**config.mk**
```make
export PLATFORM = sky130hd
export DESIGN_NAME = psr_front
export DESIGN_NICKNAME = d
export VERILOG_FILES = /design/src/rtl/psr_pkg.sv /design/src/rtl/psr_front.sv
export SDC_FILE = /design/constraint.sdc
export NUM_CORES = 1
export LEC_CHECK = 0
export ABC_CLOCK_PERIOD_IN_PS = 8950
export BUFFER_PORTS_ARGS = -buffer_cell sky130_fd_sc_hd__buf_2
export CAP_MARGIN = 20
export CORE_MARGIN = 10
export CORE_UTILIZATION = 55
export CTS_BUF_LIST = sky130_fd_sc_hd__clkbuf_8
export DETAILED_ROUTE_END_ITERATION = 8
export PLACE_DENSITY = 0.84
export REMOVE_ABC_BUFFERS = 1
export SLEW_MARGIN = 20
export SYNTH_ARGS = -nofsm -noshare
export SYNTH_HDL_FRONTEND = slang
export SYNTH_SLANG_ARGS = --single-unit
export TNS_END_PERCENT = 20
```
**constraint.sdc**
```tcl
create_clock -name clk -period 8.95 [get_ports clk]
set_input_delay 0.895 -clock clk [delete_from_list [all_inputs] [get_ports clk]]
set_output_delay 0.895 -clock clk [all_outputs]
set_load 0.02 [all_outputs]
```
**src/rtl/psr_pkg.sv**
```systemverilog
// ----------------------------------------------------------------------------
// psr_pkg
// Shared types and constants for the palette sprite and primitive rasterizer.
// ----------------------------------------------------------------------------
`default_nettype none

package psr_pkg;

    localparam int FB_SIDE_DEF      = 128;
    localparam int SPRITE_COUNT_DEF = 256;
    localparam int QUEUE_DEPTH      = 4;
    localparam int COORD_W          = 19;
    localparam int PAL_SIZE         = 16;
    localparam int SPRITE_DIM       = 8;

    typedef enum logic [3:0] {
        ACT_CLEAR   = 4'd0,
        ACT_PAL_SET = 4'd1,
        ACT_PAL_RST = 4'd2,
        ACT_CAMERA  = 4'd3,
        ACT_RECT    = 4'd4,
        ACT_LINE    = 4'd5,
        ACT_CIRCLE  = 4'd6,
        ACT_SPRITE  = 4'd7,
        ACT_LOAD    = 4'd8,
        ACT_READ    = 4'd9
    } action_t;

    typedef enum logic [2:0] {
        JOB_CLEAR,
        JOB_PAL_SET,
        JOB_PAL_RST,
        JOB_BOX,
        JOB_SPRITE,
        JOB_LOAD,
        JOB_READ
    } job_kind_t;

    typedef logic signed [COORD_W-1:0] coord_t;

    // empty: box with no pixel inside the buffer, or read outside the buffer
    typedef struct packed {
        job_kind_t   kind;
        logic        empty;
        coord_t      xa;
        coord_t      ya;
        coord_t      xb;
        coord_t      yb;
        logic [3:0]  color;
        logic [3:0]  pal_index;
        logic [7:0]  sprite;
        logic [2:0]  srow;
        logic [1:0]  flips;
        logic [31:0] word;
    } job_t;

    typedef enum logic [2:0] {
        BK_IDLE,
        BK_CLEAR,
        BK_BOX,
        BK_SPRITE,
        BK_READ,
        BK_READ_WAIT
    } back_state_t;

endpackage

`default_nettype wire

```
**src/rtl/psr_front.sv**
```systemverilog
// ----------------------------------------------------------------------------
// psr_front
// Command front end: applies the camera, clips shapes to boxes, emits jobs.
// ----------------------------------------------------------------------------
`default_nettype none

module psr_front #(
    parameter int FB_SIDE      = psr_pkg::FB_SIDE_DEF,
    parameter int SPRITE_COUNT = psr_pkg::SPRITE_COUNT_DEF
) (
    input  wire logic               clk,
    input  wire logic               rst_n,
    input  wire logic               enable,
    input  wire logic               in_valid,
    output logic                    in_ready,
    input  wire logic [3:0]         action,
    input  wire logic signed [15:0] x0,
    input  wire logic signed [15:0] y0,
    input  wire logic signed [15:0] x1,
    input  wire logic signed [15:0] y1,
    input  wire logic [6:0]         radius,
    input  wire logic [3:0]         color,
    input  wire logic [3:0]         pal_index,
    input  wire logic [7:0]         sprite_index,
    input  wire logic [2:0]         sprite_row,
    input  wire logic [1:0]         flips,
    input  wire logic [31:0]        sheet_word,
    input  wire logic               full,
    output logic                    push,
    output psr_pkg::job_t           push_job
);

    logic signed [15:0] view_x_reg, view_y_reg;
    logic               pend_reg;
    psr_pkg::job_t      pend_job_reg;

    psr_pkg::coord_t ax, ay, bx, by, long_r, short_r, fb_max;
    psr_pkg::coord_t a_lx, a_ly, a_hx, a_hy, b_lx, b_ly, b_hx, b_hy;
    psr_pkg::coord_t ca_lx, ca_ly, ca_hx, ca_hy, cb_lx, cb_ly, cb_hx, cb_hy;
    logic            a_empty, b_empty, read_hit, sprite_ok, accept, need_push;
    psr_pkg::job_t   new_job, b_job;

    function automatic psr_pkg::coord_t clip_lo(input psr_pkg::coord_t v);
        return (v < 0) ? psr_pkg::coord_t'(0) : v;
    endfunction

    function automatic psr_pkg::coord_t clip_hi(input psr_pkg::coord_t v,
                                                input psr_pkg::coord_t m);
        return (v > m) ? m : v;
    endfunction

    assign fb_max  = psr_pkg::coord_t'(FB_SIDE - 1);
    assign ax      = psr_pkg::coord_t'(x0) - psr_pkg::coord_t'(view_x_reg);
    assign ay      = psr_pkg::coord_t'(y0) - psr_pkg::coord_t'(view_y_reg);
    assign bx      = psr_pkg::coord_t'(x1) - psr_pkg::coord_t'(view_x_reg);
    assign by      = psr_pkg::coord_t'(y1) - psr_pkg::coord_t'(view_y_reg);
    assign long_r  = (radius <= 7'd1) ? psr_pkg::coord_t'(1)
                                      : psr_pkg::coord_t'({1'b0, radius});
    assign short_r = (radius <= 7'd1) ? psr_pkg::coord_t'(0) : psr_pkg::coord_t'(1);

    // raw box bounds per shape; the circle is a cross of two boxes
    always_comb
    begin
        a_lx = ax;
        a_ly = ay;
        a_hx = bx;
        a_hy = by;
        b_lx = ax - short_r;
        b_ly = ay - long_r;
        b_hx = ax + short_r;
        b_hy = ay + long_r;
        case (psr_pkg::action_t'(action))
            psr_pkg::ACT_LINE:
            begin
                if (ax == bx)
                begin
                    a_hx = ax;
                    a_ly = (ay < by) ? ay : by;
                    a_hy = (ay < by) ? by : ay;
                end
                else
                begin
                    a_lx = (ax < bx) ? ax : bx;
                    a_hx = (ax < bx) ? bx : ax;
                    a_hy = ay;
                end
            end
            psr_pkg::ACT_CIRCLE:
            begin
                a_lx = ax - long_r;
                a_ly = ay - short_r;
                a_hx = ax + long_r;
                a_hy = ay + short_r;
            end
            default:
            begin
                a_lx = ax;
            end
        endcase
    end

    assign ca_lx   = clip_lo(a_lx);
    assign ca_ly   = clip_lo(a_ly);
    assign ca_hx   = clip_hi(a_hx, fb_max);
    assign ca_hy   = clip_hi(a_hy, fb_max);
    assign cb_lx   = clip_lo(b_lx);
    assign cb_ly   = clip_lo(b_ly);
    assign cb_hx   = clip_hi(b_hx, fb_max);
    assign cb_hy   = clip_hi(b_hy, fb_max);
    assign a_empty = (ca_lx > ca_hx) || (ca_ly > ca_hy);
    assign b_empty = (cb_lx > cb_hx) || (cb_ly > cb_hy);

    assign read_hit  = (x0 >= 0) && (psr_pkg::coord_t'(x0) <= fb_max)
                    && (y0 >= 0) && (psr_pkg::coord_t'(y0) <= fb_max);
    assign sprite_ok = (int'(sprite_index) < SPRITE_COUNT);

    always_comb
    begin
        new_job           = '0;
        new_job.color     = color;
        new_job.pal_index = pal_index;
        new_job.sprite    = sprite_index;
        new_job.srow      = sprite_row;
        new_job.flips     = flips;
        new_job.word      = sheet_word;
        need_push         = 1'b0;
        case (psr_pkg::action_t'(action))
            psr_pkg::ACT_CLEAR:
            begin
                new_job.kind = psr_pkg::JOB_CLEAR;
                need_push    = 1'b1;
            end
            psr_pkg::ACT_PAL_SET:
            begin
                new_job.kind = psr_pkg::JOB_PAL_SET;
                need_push    = 1'b1;
            end
            psr_pkg::ACT_PAL_RST:
            begin
                new_job.kind = psr_pkg::JOB_PAL_RST;
                need_push    = 1'b1;
            end
            psr_pkg::ACT_RECT, psr_pkg::ACT_LINE, psr_pkg::ACT_CIRCLE:
            begin
                new_job.kind  = psr_pkg::JOB_BOX;
                new_job.empty = a_empty;
                new_job.xa    = ca_lx;
                new_job.ya    = ca_ly;
                new_job.xb    = ca_hx;
                new_job.yb    = ca_hy;
                need_push     = 1'b1;
            end
            psr_pkg::ACT_SPRITE:
            begin
                new_job.kind = psr_pkg::JOB_SPRITE;
                new_job.xa   = ax;
                new_job.ya   = ay;
                need_push    = sprite_ok;
            end
            psr_pkg::ACT_LOAD:
            begin
                new_job.kind = psr_pkg::JOB_LOAD;
                need_push    = sprite_ok;
            end
            psr_pkg::ACT_READ:
            begin
                new_job.kind  = psr_pkg::JOB_READ;
                new_job.empty = !read_hit;
                new_job.xa    = psr_pkg::coord_t'(x0);
                new_job.ya    = psr_pkg::coord_t'(y0);
                need_push     = 1'b1;
            end
            default:
            begin
                need_push = 1'b0;
            end
        endcase
    end

    always_comb
    begin
        b_job       = new_job;
        b_job.empty = b_empty;
        b_job.xa    = cb_lx;
        b_job.ya    = cb_ly;
        b_job.xb    = cb_hx;
        b_job.yb    = cb_hy;
    end

    assign in_ready = enable && !pend_reg && !full;
    assign accept   = in_valid && in_ready;
    assign push     = pend_reg ? !full : (accept && need_push);
    assign push_job = pend_reg ? pend_job_reg : new_job;

    always_ff @(posedge clk or negedge rst_n)
    begin
        if (!rst_n)
        begin
            view_x_reg <= '0;
            view_y_reg <= '0;
            pend_reg   <= 1'b0;
        end
        else
        begin
            if (pend_reg && !full)
            begin
                pend_reg <= 1'b0;
            end
            if (accept && psr_pkg::action_t'(action) == psr_pkg::ACT_CAMERA)
            begin
                view_x_reg <= x0;
                view_y_reg <= y0;
            end
            // hold the vertical bar of a circle until the queue can take it
            if (accept && psr_pkg::action_t'(action) == psr_pkg::ACT_CIRCLE)
            begin
                pend_reg <= 1'b1;
            end
        end
    end

    always_ff @(posedge clk)
    begin
        if (accept)
        begin
            pend_job_reg <= b_job;
        end
    end

endmodule

`default_nettype wire

```
==> results.py <==
metrics = {
    "outcome": {
        "status": "finished, violations left",
        "violations": "setup timing",
    },
    "detailed_routing": {
        "drc": 0,
        "viasPerCell": 6.531,
        "dr.first_iter.drc_count": 2431,
        "antenna_left": 0,
        "dr.pass1.iters": 6,
        "drt_wl_total_um": 82520,
        "num_vias": 21702,
        "routedWlPerCell_um": 24.83,
    },
    "die": {
        "initial_core_util_pct": 55.92,
        "core_sq_um": 33700,
        "die_y_um": 205.1,
        "die_x_um": 205.1,
        "die-area_sq_um": 42070,
        "io_pins": 268,
        "rows": 67,
    },
    "pwr": {
        "seq_power_share_pct": 16.6,
        "totalPowerFinal_mw": 5.435,
        "p_clk_share_pct": 10.2,
        "powerDensity_nw_per_um2": 223.0,
        "p_sw_mw": 2.627,
        "vdd_drop_max_v": 0.0001510,
        "power.internal_mw": 2.807,
        "swShare_pct": 48.34,
        "pwr-share-comb_pct": 73.2,
        "p_leak_nw": 10.93,
    },
    "worst_setup_path": {
        "critPathKind": "reg2out",
        "r2r_end": "pend_job_reg[129]",
        "crit_path_start": "view_y_reg[1]",
        "max_stage_delay_ns": 0.55,
        "rr_worst_depth": 34,
        "critical_path_cell_count": 37,
        "required_ns": 8.06,
        "reg2reg_from": "view_y_reg[1]",
        "cp.arrival_ns": 8.33,
        "cp_top_family": "compound AO/OA/AOI/OAI gates",
        "end_kind": "output pin",
        "crit_buf_inv": 5,
        "ff2ff_setup_slack_ns": 1.19,
        "crit_path_max_fanout": 3,
        "startpoint_type": "register",
        "endpoint": "push_job[129]",
        "cpMostUsedCell": "o21a_1",
        "cpMaxStageDelayCell": "or4_4",
    },
    "clocking": {
        "numCtsBuffers": 17,
        "insertion_delay_ns": 0.54,
        "root_buffer": "clkbuf_8",
        "path_clk_slew_ns": 0.12,
        "cts-htree-levels": 4,
        "clkSinkCount": 160,
        "tritoncts": "done",
        "cts-hold-fix-buffers": 0,
        "cts_buffer_depth": 2,
    },
    "synth": {
        "synth_xor_area_share_pct": 5.670,
        "syn_area_per_cell_sq_um": 8.357,
        "synth_compound_area_share_pct": 25.05,
        "synth_top_flop_cell": "edfxtp_1",
        "synth_top_cell_by_area": "edfxtp_1",
        "synth_edf_count": 127,
        "synthTopCellsByArea": "edfxtp_1, ha_1, mux2_2",
        "synth.cell_area_sq_um": 18840,
        "muxShareOfSynthArea_pct": 6.069,
        "synth_seq_cells": 160,
        "yosysWarnings": 0,
        "synth_top_family_by_area": "compound AO/OA/AOI/OAI gates",
        "yosys.area_share.simple_pct": 19.42,
        "synth.distinct_cells": 97,
        "yosysTopAreaCellShare_pct": 20.24,
        "synthArstFlopShare_pct": 20.63,
        "syn_inst": 2255,
        "ys_seq_area_share_pct": 24.62,
        "synth_fa_ha_area_share_pct": 13.79,
    },
    "placement": {
        "io_buffers": 267,
        "hpwl_um": 64810,
        "place_area_sq_um": 23380,
        "placed_cells": 3259,
        "gp_congestion": 1.047,
        "dp_slack_ns": -0.6698,
    },
    "timing": {
        "rsz0062_at_grt": "true",
        "worstMarginPinSlew_ns": 1.279,
        "final.setup.worst_slack_ns": -0.2797,
        "fmax_mhz": 108.3,
        "setup_viol": 1,
        "fin_crit_ns": 9.230,
        "slew_violations": 0,
        "relSlewSlack_pct": 13.97,
        "hold_viol": 0,
        "period_share_pct": 103.1,
        "fin_worst_skew_ns": 0.02816,
    },
    "global_routing": {
        "grt.overflow.total": 0,
        "grt_pass1_wl_um": 123400,
        "grt_pass1_vias": 21690,
        "grtUsageTotal_pct": 37.68,
        "grt_antenna_before_repair": 2,
        "grt_max_degree": 80,
    },
    "final_layout": {
        "fin_cells": 3323,
        "fill_cells": 2692,
        "ff_latch_area_sq_um": 4643,
        "largest_reg_flops": 127,
        "drive_gt1_share_pct": 33.07,
        "final_util_pct": 72.32,
        "final_cell_mix": "buf_4, buf_2, nand2_1, ha_1, nor2_1",
        "multi_input_area_sq_um": 13580,
        "synthToLayoutAreaGrowth_pct": 29.33,
        "mostFrequentLayoutCell": "buf_4",
        "fin_nets": 3195,
        "final_cell_area_sq_um": 24370,
    },
    "worst_hold_path": {
        "hold_class": "in2async",
    },
    "flow_run": {
        "cap_violations": 0,
    },
}
[cell usage after synthesis, types with 35 or more instances]
| library cell | n |
|---|---|
| nor2b_1 | 35 |
| o21a_1 | 43 |
| nor3_1 | 45 |
| o21ai_0 | 107 |
| edfxtp_1 | 127 |
| nand2b_1 | 36 |
| ha_1 | 194 |
| nand3_1 | 49 |
| inv_1 | 128 |
| xnor2_1 | 92 |
| a21o_1 | 37 |
| nor2_1 | 185 |
| nand2_1 | 209 |
| o221ai_1 | 37 |
| a21oi_1 | 125 |
| clkbuf_1 | 97 |
| mux2_2 | 90 |
[how the worst min path moves through the flow]
stage / start / to / slack [ns] / cells past startpoint
after floorplan: view_x_reg[0] / view_x_reg[0] / 0.48 / 2
after global placement: view_y_reg[4] / view_y_reg[4] / 0.49 / 1
after detailed placement: view_x_reg[13] / view_x_reg[13] / 0.49 / 1
after CTS: rst_n / view_y_reg[12] / 0.51 / 1
after global routing: sheet_word[18] / pend_job_reg[18] / 0.53 / 1
final: rst_n / view_y_reg[12] / 0.49 / 1
[metal layers]
layer | wire length (um) | part of all wire, % | global-route usage, % | up-vias
met1 | 30070 | 36 | 43.11 | 10226
met4 | 6433 | 7.8 | 27.17 | 2
met2 | 38190 | 46 | 61.96 | 1414
li1 | - | - | - | 9670
met3 | 7820 | 9.5 | 7.503 | 390
met5 | 13 | 0.016 | 0 | -
[cell families (layout without fill, tap and decap cells)]
kind of cell / count (synthesis) / count (layout)
AO/OA/AOI/OAI: 659 / 659
XOR/XNOR: 122 / 122
adder cells (fa/ha/maj): 203 / 203
buffers and inverters: 259 / 877
flip-flops: 160 / 160
multiplexers: 103 / 103
other: 0 / 2
AND/OR/NAND/NOR: 749 / 749
[power by group through the flow]
stage	clock, mW	combinational, mW	sequential, mW
4_1_cts	0.553	3.81	0.902
6_report	0.553	3.98	0.902
3_3_place_gp	0	3.58	0.915
5_1_grt	0.576	4.24	0.906
2_1_floorplan	0	2.05	0.914
3_5_place_dp	0	3.65	0.918
[through the flow]
stage | TNS [ns] | hold WS (ns)
detailed placement | -0.6698 | 0.4940
floorplan | -0.6508 | 0.4793
global route | -0.5417 | 0.5300
CTS | -0.09754 | 0.5080
finish | -0.2797 | 0.4932
global placement | -0.4162 | 0.4878
[timing repair]
action | CTS | global route
setup buffers | 25 | 7
setup endpoints to repair | 1 | 1
gates resized for setup | 71 | 18
pin swaps | 52 | 23
[worst reg2reg max path, delay by kind of cell, from the launching register on]
kind            cells  cell delay, ns
flops               1            0.40
compound gates     18            4.14
buf+inv             7            1.07
fa+ha+maj           3            0.83
simple gates        6            1.07
[layout make-up]
| class | instances | share of cell area [%] |
|---|---|---|
| inverters | 135 | 2.100 |
| clock inverters | 15 | 0.5391 |
| clock buffers | 17 | 0.9601 |
| repair buffers | 710 | 19.31 |
| flip-flops and latches | 160 | 19.05 |
| diodes | 2 | 0.02054 |
| well taps | 448 | 2.300 |
| multi-input cells | 1836 | 55.72 |
(Power assumes the default switching activity.)
