## config.mk

```make
export PLATFORM = sky130hd
export DESIGN_NAME = psr_queue
export DESIGN_NICKNAME = d
export VERILOG_FILES = /design/src/rtl/psr_pkg.sv /design/src/rtl/psr_queue.sv
export SDC_FILE = /design/constraint.sdc
export NUM_CORES = 1
export LEC_CHECK = 0
export ABC_AREA = 1
export BUFFER_PORTS_ARGS = -buffer_cell sky130_fd_sc_hd__buf_2
export CAP_MARGIN = 25
export CORE_ASPECT_RATIO = 1.1
export CORE_UTILIZATION = 55
export CTS_BUF_LIST = sky130_fd_sc_hd__clkbuf_4 sky130_fd_sc_hd__clkbuf_8 sky130_fd_sc_hd__clkbuf_16
export CTS_CLUSTER_DIAMETER = 60
export DETAILED_ROUTE_END_ITERATION = 12
export PLACE_DENSITY = 0.79
export SETUP_SLACK_MARGIN = 0.5
export SYNTH_ARGS = -nofsm -noshare
export SYNTH_HDL_FRONTEND = slang
export SYNTH_SLANG_ARGS = --single-unit
```

## constraint.sdc

```tcl
create_clock -name clk -period 10.3 [get_ports clk]
set_input_delay 1.545 -clock clk [delete_from_list [all_inputs] [get_ports clk]]
set_output_delay 1.545 -clock clk [all_outputs]
set_load 0.01 [all_outputs]
```

## src/rtl/psr_pkg.sv

```systemverilog
// ----------------------------------------------------------------------------
// psr_pkg
// Shared types and constants for the palette sprite and primitive rasterizer.
// ----------------------------------------------------------------------------
`default_nettype none

package psr_pkg;

    localparam int FB_SIDE_DEF      = 128;
    localparam int SPRITE_COUNT_DEF = 256;
    localparam int QUEUE_DEPTH      = 4;
    localparam int COORD_W          = 19;
    localparam int PAL_SIZE         = 16;
    localparam int SPRITE_DIM       = 8;

    typedef enum logic [3:0] {
        ACT_CLEAR   = 4'd0,
        ACT_PAL_SET = 4'd1,
        ACT_PAL_RST = 4'd2,
        ACT_CAMERA  = 4'd3,
        ACT_RECT    = 4'd4,
        ACT_LINE    = 4'd5,
        ACT_CIRCLE  = 4'd6,
        ACT_SPRITE  = 4'd7,
        ACT_LOAD    = 4'd8,
        ACT_READ    = 4'd9
    } action_t;

    typedef enum logic [2:0] {
        JOB_CLEAR,
        JOB_PAL_SET,
        JOB_PAL_RST,
        JOB_BOX,
        JOB_SPRITE,
        JOB_LOAD,
        JOB_READ
    } job_kind_t;

    typedef logic signed [COORD_W-1:0] coord_t;

    // empty: box with no pixel inside the buffer, or read outside the buffer
    typedef struct packed {
        job_kind_t   kind;
        logic        empty;
        coord_t      xa;
        coord_t      ya;
        coord_t      xb;
        coord_t      yb;
        logic [3:0]  color;
        logic [3:0]  pal_index;
        logic [7:0]  sprite;
        logic [2:0]  srow;
        logic [1:0]  flips;
        logic [31:0] word;
    } job_t;

    typedef enum logic [2:0] {
        BK_IDLE,
        BK_CLEAR,
        BK_BOX,
        BK_SPRITE,
        BK_READ,
        BK_READ_WAIT
    } back_state_t;

endpackage

`default_nettype wire

```

## src/rtl/psr_queue.sv

```systemverilog
// ----------------------------------------------------------------------------
// psr_queue
// Short job queue between the command front end and the pixel engine.
// ----------------------------------------------------------------------------
`default_nettype none

module psr_queue #(
    parameter int DEPTH = psr_pkg::QUEUE_DEPTH
) (
    input  wire logic         clk,
    input  wire logic         rst_n,
    input  wire logic         push,
    input  wire psr_pkg::job_t push_job,
    input  wire logic         pop,
    output psr_pkg::job_t     head_job,
    output logic              full,
    output logic              empty
);

    localparam int PW = (DEPTH > 1) ? $clog2(DEPTH) : 1;
    localparam int NW = $clog2(DEPTH + 1);

    psr_pkg::job_t slot_reg [DEPTH];
    logic [PW-1:0] wr_ptr_reg, wr_ptr_next;
    logic [PW-1:0] rd_ptr_reg, rd_ptr_next;
    logic [NW-1:0] count_reg, count_next;

    assign full     = (count_reg == NW'(DEPTH));
    assign empty    = (count_reg == '0);
    assign head_job = slot_reg[rd_ptr_reg];

    always_comb
    begin
        wr_ptr_next = wr_ptr_reg;
        rd_ptr_next = rd_ptr_reg;
        count_next  = count_reg;
        if (push)
        begin
            wr_ptr_next = (wr_ptr_reg == PW'(DEPTH - 1)) ? '0 : wr_ptr_reg + 1'b1;
        end
        if (pop)
        begin
            rd_ptr_next = (rd_ptr_reg == PW'(DEPTH - 1)) ? '0 : rd_ptr_reg + 1'b1;
        end
        if (push && !pop)
        begin
            count_next = count_reg + 1'b1;
        end
        else if (pop && !push)
        begin
            count_next = count_reg - 1'b1;
        end
    end

    always_ff @(posedge clk or negedge rst_n)
    begin
        if (!rst_n)
        begin
            wr_ptr_reg <= '0;
            rd_ptr_reg <= '0;
            count_reg  <= '0;
        end
        else
        begin
            wr_ptr_reg <= wr_ptr_next;
            rd_ptr_reg <= rd_ptr_next;
            count_reg  <= count_next;
        end
    end

    always_ff @(posedge clk)
    begin
        if (push)
        begin
            slot_reg[wr_ptr_reg] <= push_job;
        end
    end

endmodule

`default_nettype wire

```

==> results of run 1 <==
area by class of cell:
cell class	instances	area share [%]
Sequential cell	539	65.1
Clock buffer	67	5.91
Clock inverter	31	1.05
Tap cell	500	2.52
Timing Repair Buffer	282	6.01
Multi-Input combinational cell	698	14.9
Inverter	279	4.34
Antenna cell	8	0.0807
power breakdown:
part           switching, mW  internal [mW]  total (mW)
Sequential            0.0849           2.81        2.90
Combinational           1.39          0.645        2.04
Clock                  0.767           1.11        1.87
Total                   2.24           4.57        6.81
synthesized netlist by cell type (2+ instances only):
cell type	instances	share of area (%)
edfxtp_1	532	74
nand2_1	415	7.2
inv_1	277	4.8
o211ai_1	266	9.3
buf_2	34	0.79
buf_6	31	1.6
clkbuf_1	15	0.26
buf_4	8	0.28
dfrtp_1	7	0.81
ha_1	6	0.35
o21ai_0	3	0.070
inv_2	2	0.035
nor3_1	2	0.046
metrics by stage:
| stage | hold WS [ns] | instances | setup slack, ns | util (%) |
|---|---|---|---|---|
| global placement | 0.481 | 2296 | 6.11 | 59.9 |
| global route | 0.547 | 2398 | 5.44 | 64.6 |
| CTS | 0.504 | 2395 | 5.51 | 64.5 |
| floorplan | 0.463 | 1604 | 5.66 | - |
| finish | 0.505 | 2404 | 5.55 | 64.6 |
| detailed placement | 0.490 | 2297 | 6.14 | 60.0 |
per-layer routing:
metal | part of all wire (%) | vias to the layer above
met2 | 51 | 314
met3 | 7.8 | 74
met5 | 0.19 | -
met1 | 39 | 6148
met4 | 2.3 | 12
li1 | - | 6124
cell families (layout without fill, tap and decap cells):
family | after synthesis | count (layout) | synth area share (%)
buf+inv | 367 | 659 | 7.81
other cells | 0 | 8 | 0
xor+xnor | 1 | 1 | 0.0407
fa+ha+maj | 7 | 7 | 0.442
compound gates | 270 | 270 | 9.36
flops | 539 | 539 | 75.0
simple gates | 420 | 420 | 7.35
worst max path at each step:
stage	start	to	slack (ns)
2_1_floorplan	push	slot_reg[3][0]$_DFFE_PP_	5.66
3_3_place_gp	rd_ptr_reg[1]$_DFFE_PN0P_	head_job[109]	6.11
3_5_place_dp	rd_ptr_reg[1]$_DFFE_PN0P_	head_job[109]	6.14
4_1_cts	rd_ptr_reg[1]$_DFFE_PN0P_	head_job[109]	5.51
5_1_grt	rd_ptr_reg[1]$_DFFE_PN0P_	head_job[109]	5.44
6_report	rd_ptr_reg[1]$_DFFE_PN0P_	head_job[109]	5.55
critical path: stages (launching register included):
cell	delay [ns]
dfrtp_4	0.48
inv_4	0.63
buf_4	0.76
o211ai_1	0.30
nand2_1	0.15
buf_2	0.14
==> flow_summary.json, run 1 <==
{
  "finalHoldViolations": 0,
  "rsz0062_at_grt": "no",
  "synth_area_per_cell_sq_um": 13.4,
  "grt_overflow": 0,
  "ff_latch_area_sq_mm": 0.0162,
  "drc_errors": 0,
  "period_share_pct": 46.1,
  "async_reset_ff_share_pct": 1.30,
  "seq_area_frac_synth_pct": 75.0,
  "io_pins": 272,
  "hp-class": "reg -> reg",
  "critical_path_arrival_ns": 3.20,
  "synth_area_sq_mm": 0.0215,
  "syn-num-nets": 1748,
  "setup-violations-final": 0,
  "grt_antenna_before_repair": 12,
  "clkLatencyLatePin_ns": 0.59,
  "place_congestion": 0.723,
  "hold_buffers": 0,
  "synth_edf_count": 532,
  "p_leak_nw": 10.0,
  "first_pass_iters": 5,
  "fp.dieArea_sq_mm": 0.0400,
  "r2r_slack_ns": 7.56,
  "status": "completed",
  "met3_usage_pct": 6.74,
  "final_cell_mix": "532 x edfxtp_1, 415 x nand2_1, 273 x inv_1",
  "peakVddDrop_mv": 0.262,
  "worstReg2RegStart": "wr_ptr_reg[0]$_DFFE_PN0P_",
  "slew_viol_final": 0,
  "grt_max_degree": 266,
  "finalClockSkew_ns": 0.0134,
  "coreArea_sq_mm": 0.0384,
  "clock-sinks": 539,
  "n_fill_cell": 2676,
  "slew_headroom_pct": 30.1,
  "die_w_um": 191,
  "via_count": 12700,
  "grt_util_met2_pct": 36.5,
  "grt_pass1_vias": 12600,
  "layout_commonest_cell": "edfxtp_1",
  "whs_path_depth": 2,
  "hold_end": "count_reg[2]$_DFFE_PN0P_",
  "crit_type": "reg -> out",
  "ctsResizeCount": 0,
  "yosys_warnings": 0,
  "ant_nets": 0,
  "worst_slew_pin_slew_ns": 1.05,
  "max_freq_mhz": 211,
  "fin_tns_setup_ns": 0,
  "wl_mm": 41.2,
  "num_rows": 75,
  "io_buffers": 271,
  "drive_above_1_share_pct": 19.9,
  "place_area_sq_mm": 0.0230,
  "met1_usage_pct": 23.3,
  "grt_usage_pct": 20.7,
  "drt_iter0_drc": 855,
  "worstHoldStart": "count_reg[2]$_DFFE_PN0P_",
  "path_clk_slew_ns": 0.06,
  "start_kind": "register",
  "cts_buffer_depth": 3,
  "worstReg2RegEnd": "slot_reg[2][120]$_DFFE_PP_",
  "nets": 1997,
  "end_kind": "output pin",
  "die_h_um": 210,
  "powerDensity_mw_per_mm2": 275,
  "drt-wirelength-per-cell_um": 17.2,
  "crit_path_max_fanout": 68,
  "multi_input_area_sq_mm": 0.00370,
  "postLayoutCellArea_sq_mm": 0.0248,
  "r2r_cells": 5,
  "initial_core_util_pct": 56.1,
  "period_needed_ns": 4.75,
  "vias_per_cell": 5.27,
  "synth_cell_types": 19,
  "cp_data_required_time_ns": 8.76,
  "cts_tree": "done",
  "synth_ff_type": "edfxtp_1",
  "areaGrowthSynthToFinish_pct": 15.2,
  "htree_levels": 2,
  "root_buffer": "clkbuf_16",
  "grt_pass1_wl_mm": 63.5,
  "drv_cap": 0,
  "synthesis.instances": 1604,
  "hpwlAfterDp_mm": 23.0,
  "synth-seq-cells": 539,
  "cts_setup_buffers": 0,
  "largest_reg_flops": 532,
  "post-layout-total-power_mw": 6.81,
  "top_usage_layer": "met2",
  "cts_buffers": 53
}
(Power assumes the default switching activity.)
==> inputs of run 2 (changes only) <==
==> constraint.sdc (replaced) <==
create_clock -name clk -period 4.5 [get_ports clk]
set_input_delay 0.675 -clock clk [delete_from_list [all_inputs] [get_ports clk]]
set_output_delay 0.675 -clock clk [all_outputs]
set_load 0.01 [all_outputs]
==> run 2 against run 1 <==
Net effect:
- die area unchanged
- clock power increased by 130%
- clock skew decreased by 0.00085 ns
- setup slack got worse by 4.4 ns
- sequential cell count unchanged
- first-iteration DRC count decreased by 3.5%
- hold slack got worse by 0.20 ns
- design area increased by 0.14%
- largest power group unchanged
==> flow_summary.json, run 2 (synthesis results as in run 1) <==
{
  "via_count": 12800,
  "p_leak_nw": 10.1,
  "period_needed_ns": 3.34,
  "r2r_slack_ns": 2.25,
  "drt-wirelength-per-cell_um": 17.8,
  "powerDensity_mw_per_mm2": 630,
  "crit_type": "reg -> out",
  "finalClockSkew_ns": 0.0126,
  "worst_slew_pin_slew_ns": 0.921,
  "crit_path_max_fanout": 87,
  "clock_power_share_pct": 27.4,
  "ant_nets": 0,
  "hp-class": "in -> reg",
  "die_h_um": 210,
  "period_share_pct": 74.2,
  "pwr-share-comb_pct": 30.0,
  "grt_max_degree": 134,
  "clock-sinks": 539,
  "rsz0062_at_grt": "no",
  "drive_above_1_share_pct": 19.9,
  "end_kind": "output pin",
  "clkLatencyLatePin_ns": 0.58,
  "grt_usage_pct": 21.2,
  "htree_levels": 2,
  "largest_reg_flops": 532,
  "peakVddDrop_mv": 0.443,
  "critical_path_arrival_ns": 2.67,
  "slew_headroom_pct": 38.6,
  "worstReg2RegStart": "wr_ptr_reg[0]$_DFFE_PN0P_",
  "num_rows": 75,
  "layout_commonest_cell": "edfxtp_1",
  "io_buffers": 271,
  "drt_iter0_drc": 825,
  "root_buffer": "clkbuf_16",
  "drc_errors": 0,
  "grt_pass1_vias": 12700,
  "fin_tns_setup_ns": 0,
  "initial_core_util_pct": 56.1,
  "netSwitchingPower_mw": 5.21,
  "cts_buffers": 52,
  "start_kind": "register",
  "finalHoldViolations": 0,
  "final-instance-count-excl-fill": 2408,
  "dp.cells": 2302,
  "wl_mm": 42.8,
  "first_pass_iters": 6,
  "setup-violations-final": 0,
  "grt_antenna_before_repair": 10,
  "holdWs_ns": 0.301,
  "coreArea_sq_mm": 0.0384,
  "sequentialPowerShare_pct": 42.6,
  "areaGrowthSynthToFinish_pct": 15.3,
  "place_congestion": 0.745,
  "cts_tree": "done",
  "grt_overflow": 0,
  "status": "completed",
  "io_pins": 272,
  "slew_viol_final": 0,
  "die_w_um": 191,
  "path_clk_slew_ns": 0.06,
  "ctsResizeCount": 0,
  "swShare_pct": 33.3,
  "nets": 2001,
  "worstSetupStartpoint": "rd_ptr_reg[1]$_DFFE_PN0P_",
  "cts_buffer_depth": 3,
  "max_freq_mhz": 299,
  "fp.dieArea_sq_mm": 0.0400,
  "final_cell_mix": "532 x edfxtp_1, 415 x nand2_1, 273 x inv_1",
  "hpwlAfterDp_mm": 24.3,
  "cp_data_required_time_ns": 3.83,
  "vias_per_cell": 5.32,
  "final_util_pct": 64.7,
  "grt_pass1_wl_mm": 64.9,
  "intPower_mw": 10.4,
  "drv_cap": 0,
  "worstHoldStart": "push_job[19]"
}
run 2: cell types whose count changed in the layout (fill, tap and decap cells not counted):
cell	change
buf_12	+5
clkbuf_4	-4
buf_16	-2
clkbuf_16	-2
clkinv_1	+2
inv_6	+2
buf_4	+1
bufinv_16	+1
clkinv_2	+1
clkinvlp_4	-1
dlygate4sd3_1	+1
run 2: timing repair:
| action | 4_1_cts | 5_1_grt |
|---|---|---|
| hold endpoints to repair | 7 | 0 |
| hold buffers | 1 | 0 |
| setup buffers | 0 | 0 |
| setup endpoints to repair | 0 | 0 |
run 2: final timing paths:
path / end / cells after the start
max in group asynchronous: rd_ptr_reg[1]$_DFFE_PN0P_ / 2
max: head_job[82] / 5
max reg2reg: slot_reg[0][22]$_DFFE_PP_ / 5
min: slot_reg[1][19]$_DFFE_PP_ / 1
min reg2reg: count_reg[2]$_DFFE_PN0P_ / 2
min in group asynchronous: count_reg[2]$_DFFE_PN0P_ / 2
run 2: critical path: stages (launching register included):
cell and delay [ns]:
dfrtp_4 0.62, inv_4 0.49, buf_12 0.47, o211ai_1 0.19, nand2_1 0.10, buf_2 0.13
run 2: per-stage QoR:
step | power [mW] | area [sq um] | worst slack, ns
global route | 16.4 | 24800 | 0.944
floorplan | 9.97 | 21500 | 0.733
global placement | 11.3 | 23100 | 1.75
CTS | 15.8 | 24800 | 1.10
detailed placement | 11.5 | 23100 | 1.74
finish | 15.6 | 24800 | 1.16
run 2: cell type report:
type	count	area [sq um]
sequential	539	16200
fill	2686	13500
multi-input combinational	698	3700
timing repair buffer	287	1550
clock buffer	61	1390
inverter	279	1080
tap	500	626
clock inverter	36	314
antenna	8	20.0
run 2: power by group through the flow:
stage	clock network (mW)	logic (mW)	registers (mW)
floorplan	0	3.20	6.77
global placement	0	4.61	6.73
detailed placement	0	4.73	6.76
CTS	4.35	4.77	6.67
global route	4.52	5.18	6.73
finish	4.29	4.69	6.67
run 2: layer usage:
layer / global-route usage, % / up-vias / share of wire, %
li1: - / 6140 / -
met1: 24.8 / 6241 / 39
met2: 37.5 / 357 / 51
met3: 5.50 / 69 / 7.6
met4: 7.50 / 10 / 2.0
met5: 0.496 / - / 0.13
==> inputs of run 3 (changes only) <==
--- a/config.mk
+++ b/config.mk
@@ -5,15 +5,15 @@
 export SDC_FILE = /design/constraint.sdc
 export NUM_CORES = 1
 export LEC_CHECK = 0
-export ABC_AREA = 1
+export ABC_AREA = 0
 export BUFFER_PORTS_ARGS = -buffer_cell sky130_fd_sc_hd__buf_2
 export CAP_MARGIN = 25
 export CORE_ASPECT_RATIO = 1.1
-export CORE_UTILIZATION = 55
+export CORE_UTILIZATION = 51
 export CTS_BUF_LIST = sky130_fd_sc_hd__clkbuf_4 sky130_fd_sc_hd__clkbuf_8 sky130_fd_sc_hd__clkbuf_16
 export CTS_CLUSTER_DIAMETER = 60
 export DETAILED_ROUTE_END_ITERATION = 12
-export PLACE_DENSITY = 0.79
+export PLACE_DENSITY = 0.78
 export SETUP_SLACK_MARGIN = 0.5
 export SYNTH_ARGS = -nofsm -noshare
 export SYNTH_HDL_FRONTEND = slang
==> constraint.sdc (replaced) <==
create_clock -name clk -period 2.76 [get_ports clk]
set_input_delay 0.414 -clock clk [delete_from_list [all_inputs] [get_ports clk]]
set_output_delay 0.414 -clock clk [all_outputs]
set_load 0.01 [all_outputs]
==> run 3 against run 2 <==
Net effect:
- final cell count is 32% lower
- largest power group unchanged
- setup slack got worse by 0.99 ns
- non-clock buffer count increased by 42
- hold slack worse by 0.26 ns
- via count down 30%
- register-to-register slack got worse by 1.4 ns
- die area down 2.0%
- design area shrank 1.7%
==> flow_summary.json, run 3 <==
{
  "status": "completed",
  "end_kind": "output pin",
  "grt_pass1_vias": 9454,
  "root_buffer": "clkbuf_16",
  "grt_antenna_before_repair": 7,
  "yosys_warnings": 0,
  "drive_above_1_share_pct": 49.5,
  "via_count": 8967,
  "cp_data_required_time_ns": 2.35,
  "setup-violations-final": 0,
  "ff_latch_area_sq_mm": 0.0162,
  "grt_pass1_wl_mm": 58.0,
  "synth_area_sq_mm": 0.0196,
  "vias_per_cell": 5.51,
  "peakVddDrop_mv": 0.700,
  "dp.cells": 1500,
  "first_pass_iters": 5,
  "drt_iter0_drc": 600,
  "layout_commonest_cell": "edfxtp_1",
  "synth_ff_type": "edfxtp_1",
  "worst_slew_pin_slew_ns": 0.613,
  "synth-seq-cells": 539,
  "hp-class": "in -> reg",
  "drt-wirelength-per-cell_um": 24.0,
  "finalHoldViolations": 0,
  "synth_cell_types": 19,
  "multi_input_area_sq_mm": 0.00323,
  "max_freq_mhz": 387,
  "final_cell_mix": "532 x edfxtp_1, 221 x buf_2, 133 x mux4_2",
  "wl_mm": 39.1,
  "initial_core_util_pct": 52.2,
  "coreArea_sq_mm": 0.0375,
  "clock-sinks": 539,
  "worstHoldStart": "push_job[124]",
  "post-layout-total-power_mw": 26.6,
  "cts_tree": "done",
  "async_reset_ff_share_pct": 1.30,
  "num_rows": 74,
  "grt_overflow": 0,
  "slew_headroom_pct": 59.1,
  "areaGrowthSynthToFinish_pct": 24.8,
  "io_buffers": 271,
  "synth_area_leaders": "edfxtp_1 82%, mux4_2 15%, dfrtp_1 0.90%, buf_2 0.41%, buf_6 0.40%",
  "worstReg2RegStart": "wr_ptr_reg[0]$_DFFE_PN0P_",
  "drv_cap": 0,
  "synthXorXnorAreaFrac_pct": 0.134,
  "final-instance-count-excl-fill": 1626,
  "seq_area_frac_synth_pct": 82.5,
  "yosysTopAreaCell": "edfxtp_1",
  "crit_path_max_fanout": 7,
  "die_w_um": 189,
  "worstSetupStartpoint": "rd_ptr_reg[0]$_DFFE_PN0P_",
  "largest_reg_flops": 532,
  "final_util_pct": 65.1,
  "synth_area_per_cell_sq_um": 26.7,
  "synth_top_area_share_pct": 81.6,
  "n_fill_cell": 2382,
  "fp.dieArea_sq_mm": 0.0392,
  "synth_compound_gate_area_share_pct": 0.0511,
  "hpwlAfterDp_mm": 22.2,
  "drc_errors": 0,
  "cts_buffer_depth": 3,
  "p_leak_nw": 8.45,
  "slew_viol_final": 0,
  "ant_nets": 0,
  "period_needed_ns": 2.59,
  "crit_type": "reg -> out",
  "synth_top_family_by_area": "multiplexers",
  "critical_path_arrival_ns": 2.17,
  "synth_commonest_cells": "532 x edfxtp_1, 133 x mux4_2, 16 x buf_2",
  "place_congestion": 0.716,
  "synthMuxAreaShare_pct": 15.5,
  "clkLatencyLatePin_ns": 0.58,
  "path_clk_slew_ns": 0.06,
  "synth.most_common_cell": "edfxtp_1",
  "finalClockSkew_ns": 0.0151,
  "io_pins": 272,
  "synth_fa_ha_area_share_pct": 0.486,
  "syn-num-nets": 876,
  "fin_tns_setup_ns": 0,
  "cts_buffers": 52,
  "synthesis.instances": 732,
  "powerDensity_mw_per_mm2": 1090,
  "grt_usage_pct": 20.2,
  "synth_edf_count": 532,
  "rsz0062_at_grt": "yes",
  "period_share_pct": 93.7,
  "htree_levels": 2,
  "start_kind": "register",
  "synthSimpleGateAreaFrac_pct": 0.288,
  "grt_max_degree": 63,
  "die_h_um": 207,
  "nets": 1229
}
[run 3: cell types whose count changed after synthesis, moves of 2 or more]
cell	before	now
buf_6	31	7
clkbuf_1	15	6
inv_2	2	0
mux4_2	0	133
buf_4	8	1
buf_2	34	16
o211ai_1	266	0
mux2_2	0	3
inv_1	277	4
nand2_1	415	2
nor2_1	1	3
xor2_1	0	2
and2_1	0	4
[run 3: through the flow]
| step | hold WS [ns] | setup slack, ns | area [sq um] |
|---|---|---|---|
| after floorplan | 0.118 | 0.749 | 19600 |
| final | 0.0410 | 0.174 | 24400 |
| after detailed placement | 0.261 | 0.541 | 21800 |
| after global placement | 0.259 | 0.543 | 21800 |
| after global routing | 0.0151 | 0.104 | 24400 |
| after CTS | 0.00659 | 0.153 | 24200 |
[run 3: cell type report]
type | instances | area share (%)
sequential | 539 | 66.2
multi-input combinational | 159 | 13.2
timing repair buffer | 329 | 10.8
clock buffer | 73 | 6.17
tap | 494 | 2.53
clock inverter | 24 | 1.03
inverter | 4 | 0.0615
antenna | 4 | 0.0410
[run 3: worst max-delay path, stage by stage (launching register included)]
cell	delay, ns
dfrtp_4	0.43
buf_12	0.16
buf_12	0.15
buf_16	0.14
mux4_2	0.54
buf_6	0.15
[run 3: worst paths after layout]
check | end | slack, ns | cells after the start
max in group asynchronous | rd_ptr_reg[0]$_DFFE_PN0P_ | 2.37 | 2
worst max-delay path | head_job[88] | 0.17 | 5
worst min-delay path | slot_reg[3][124]$_DFFE_PP_ | 0.04 | 1
worst min register to register | count_reg[2]$_DFFE_PN0P_ | 0.49 | 1
min in group asynchronous | count_reg[0]$_DFFE_PN0P_ | 0.21 | 2
worst max register to register | slot_reg[2][90]$_DFFE_PP_ | 0.85 | 4
[run 3: cell families after synthesis]
family / count (synthesis)
AOI/OAI and AO/OA: 2
xor gates and xnor gates: 3
adders and majority gates: 7
buffers and inverters: 34
DFF: 539
muxes: 136
and+or+nand+nor: 11
[run 3: power by group]
part,switching (mW),leakage [nW],total [mW],internal (mW)
clock network,2.87,0.868,7.15,4.28
registers,0.353,4.97,10.8,10.5
logic,4.11,2.62,8.66,4.55
total,7.34,8.45,26.6,19.3
[run 3: routing by layer]
layer / global-route usage (%) / vias up / share of wire (%)
li1: - / 3906 / -
met5: 0 / - / 0.072
met2: 34.0 / 315 / 52
met1: 25.6 / 4678 / 38
met4: 5.51 / 4 / 2.0
met3: 6.07 / 64 / 7.5
[run 3: what timing repair did]
action                                 4_1_cts  5_1_grt
cloned                                       7        2
setup endpoints to repair                  133      133
pin swaps                                    0        0
hold buffers                                 1        0
endpoints found under the hold margin        7        0
resized for setup                           64       30
setup buffers                               13        2
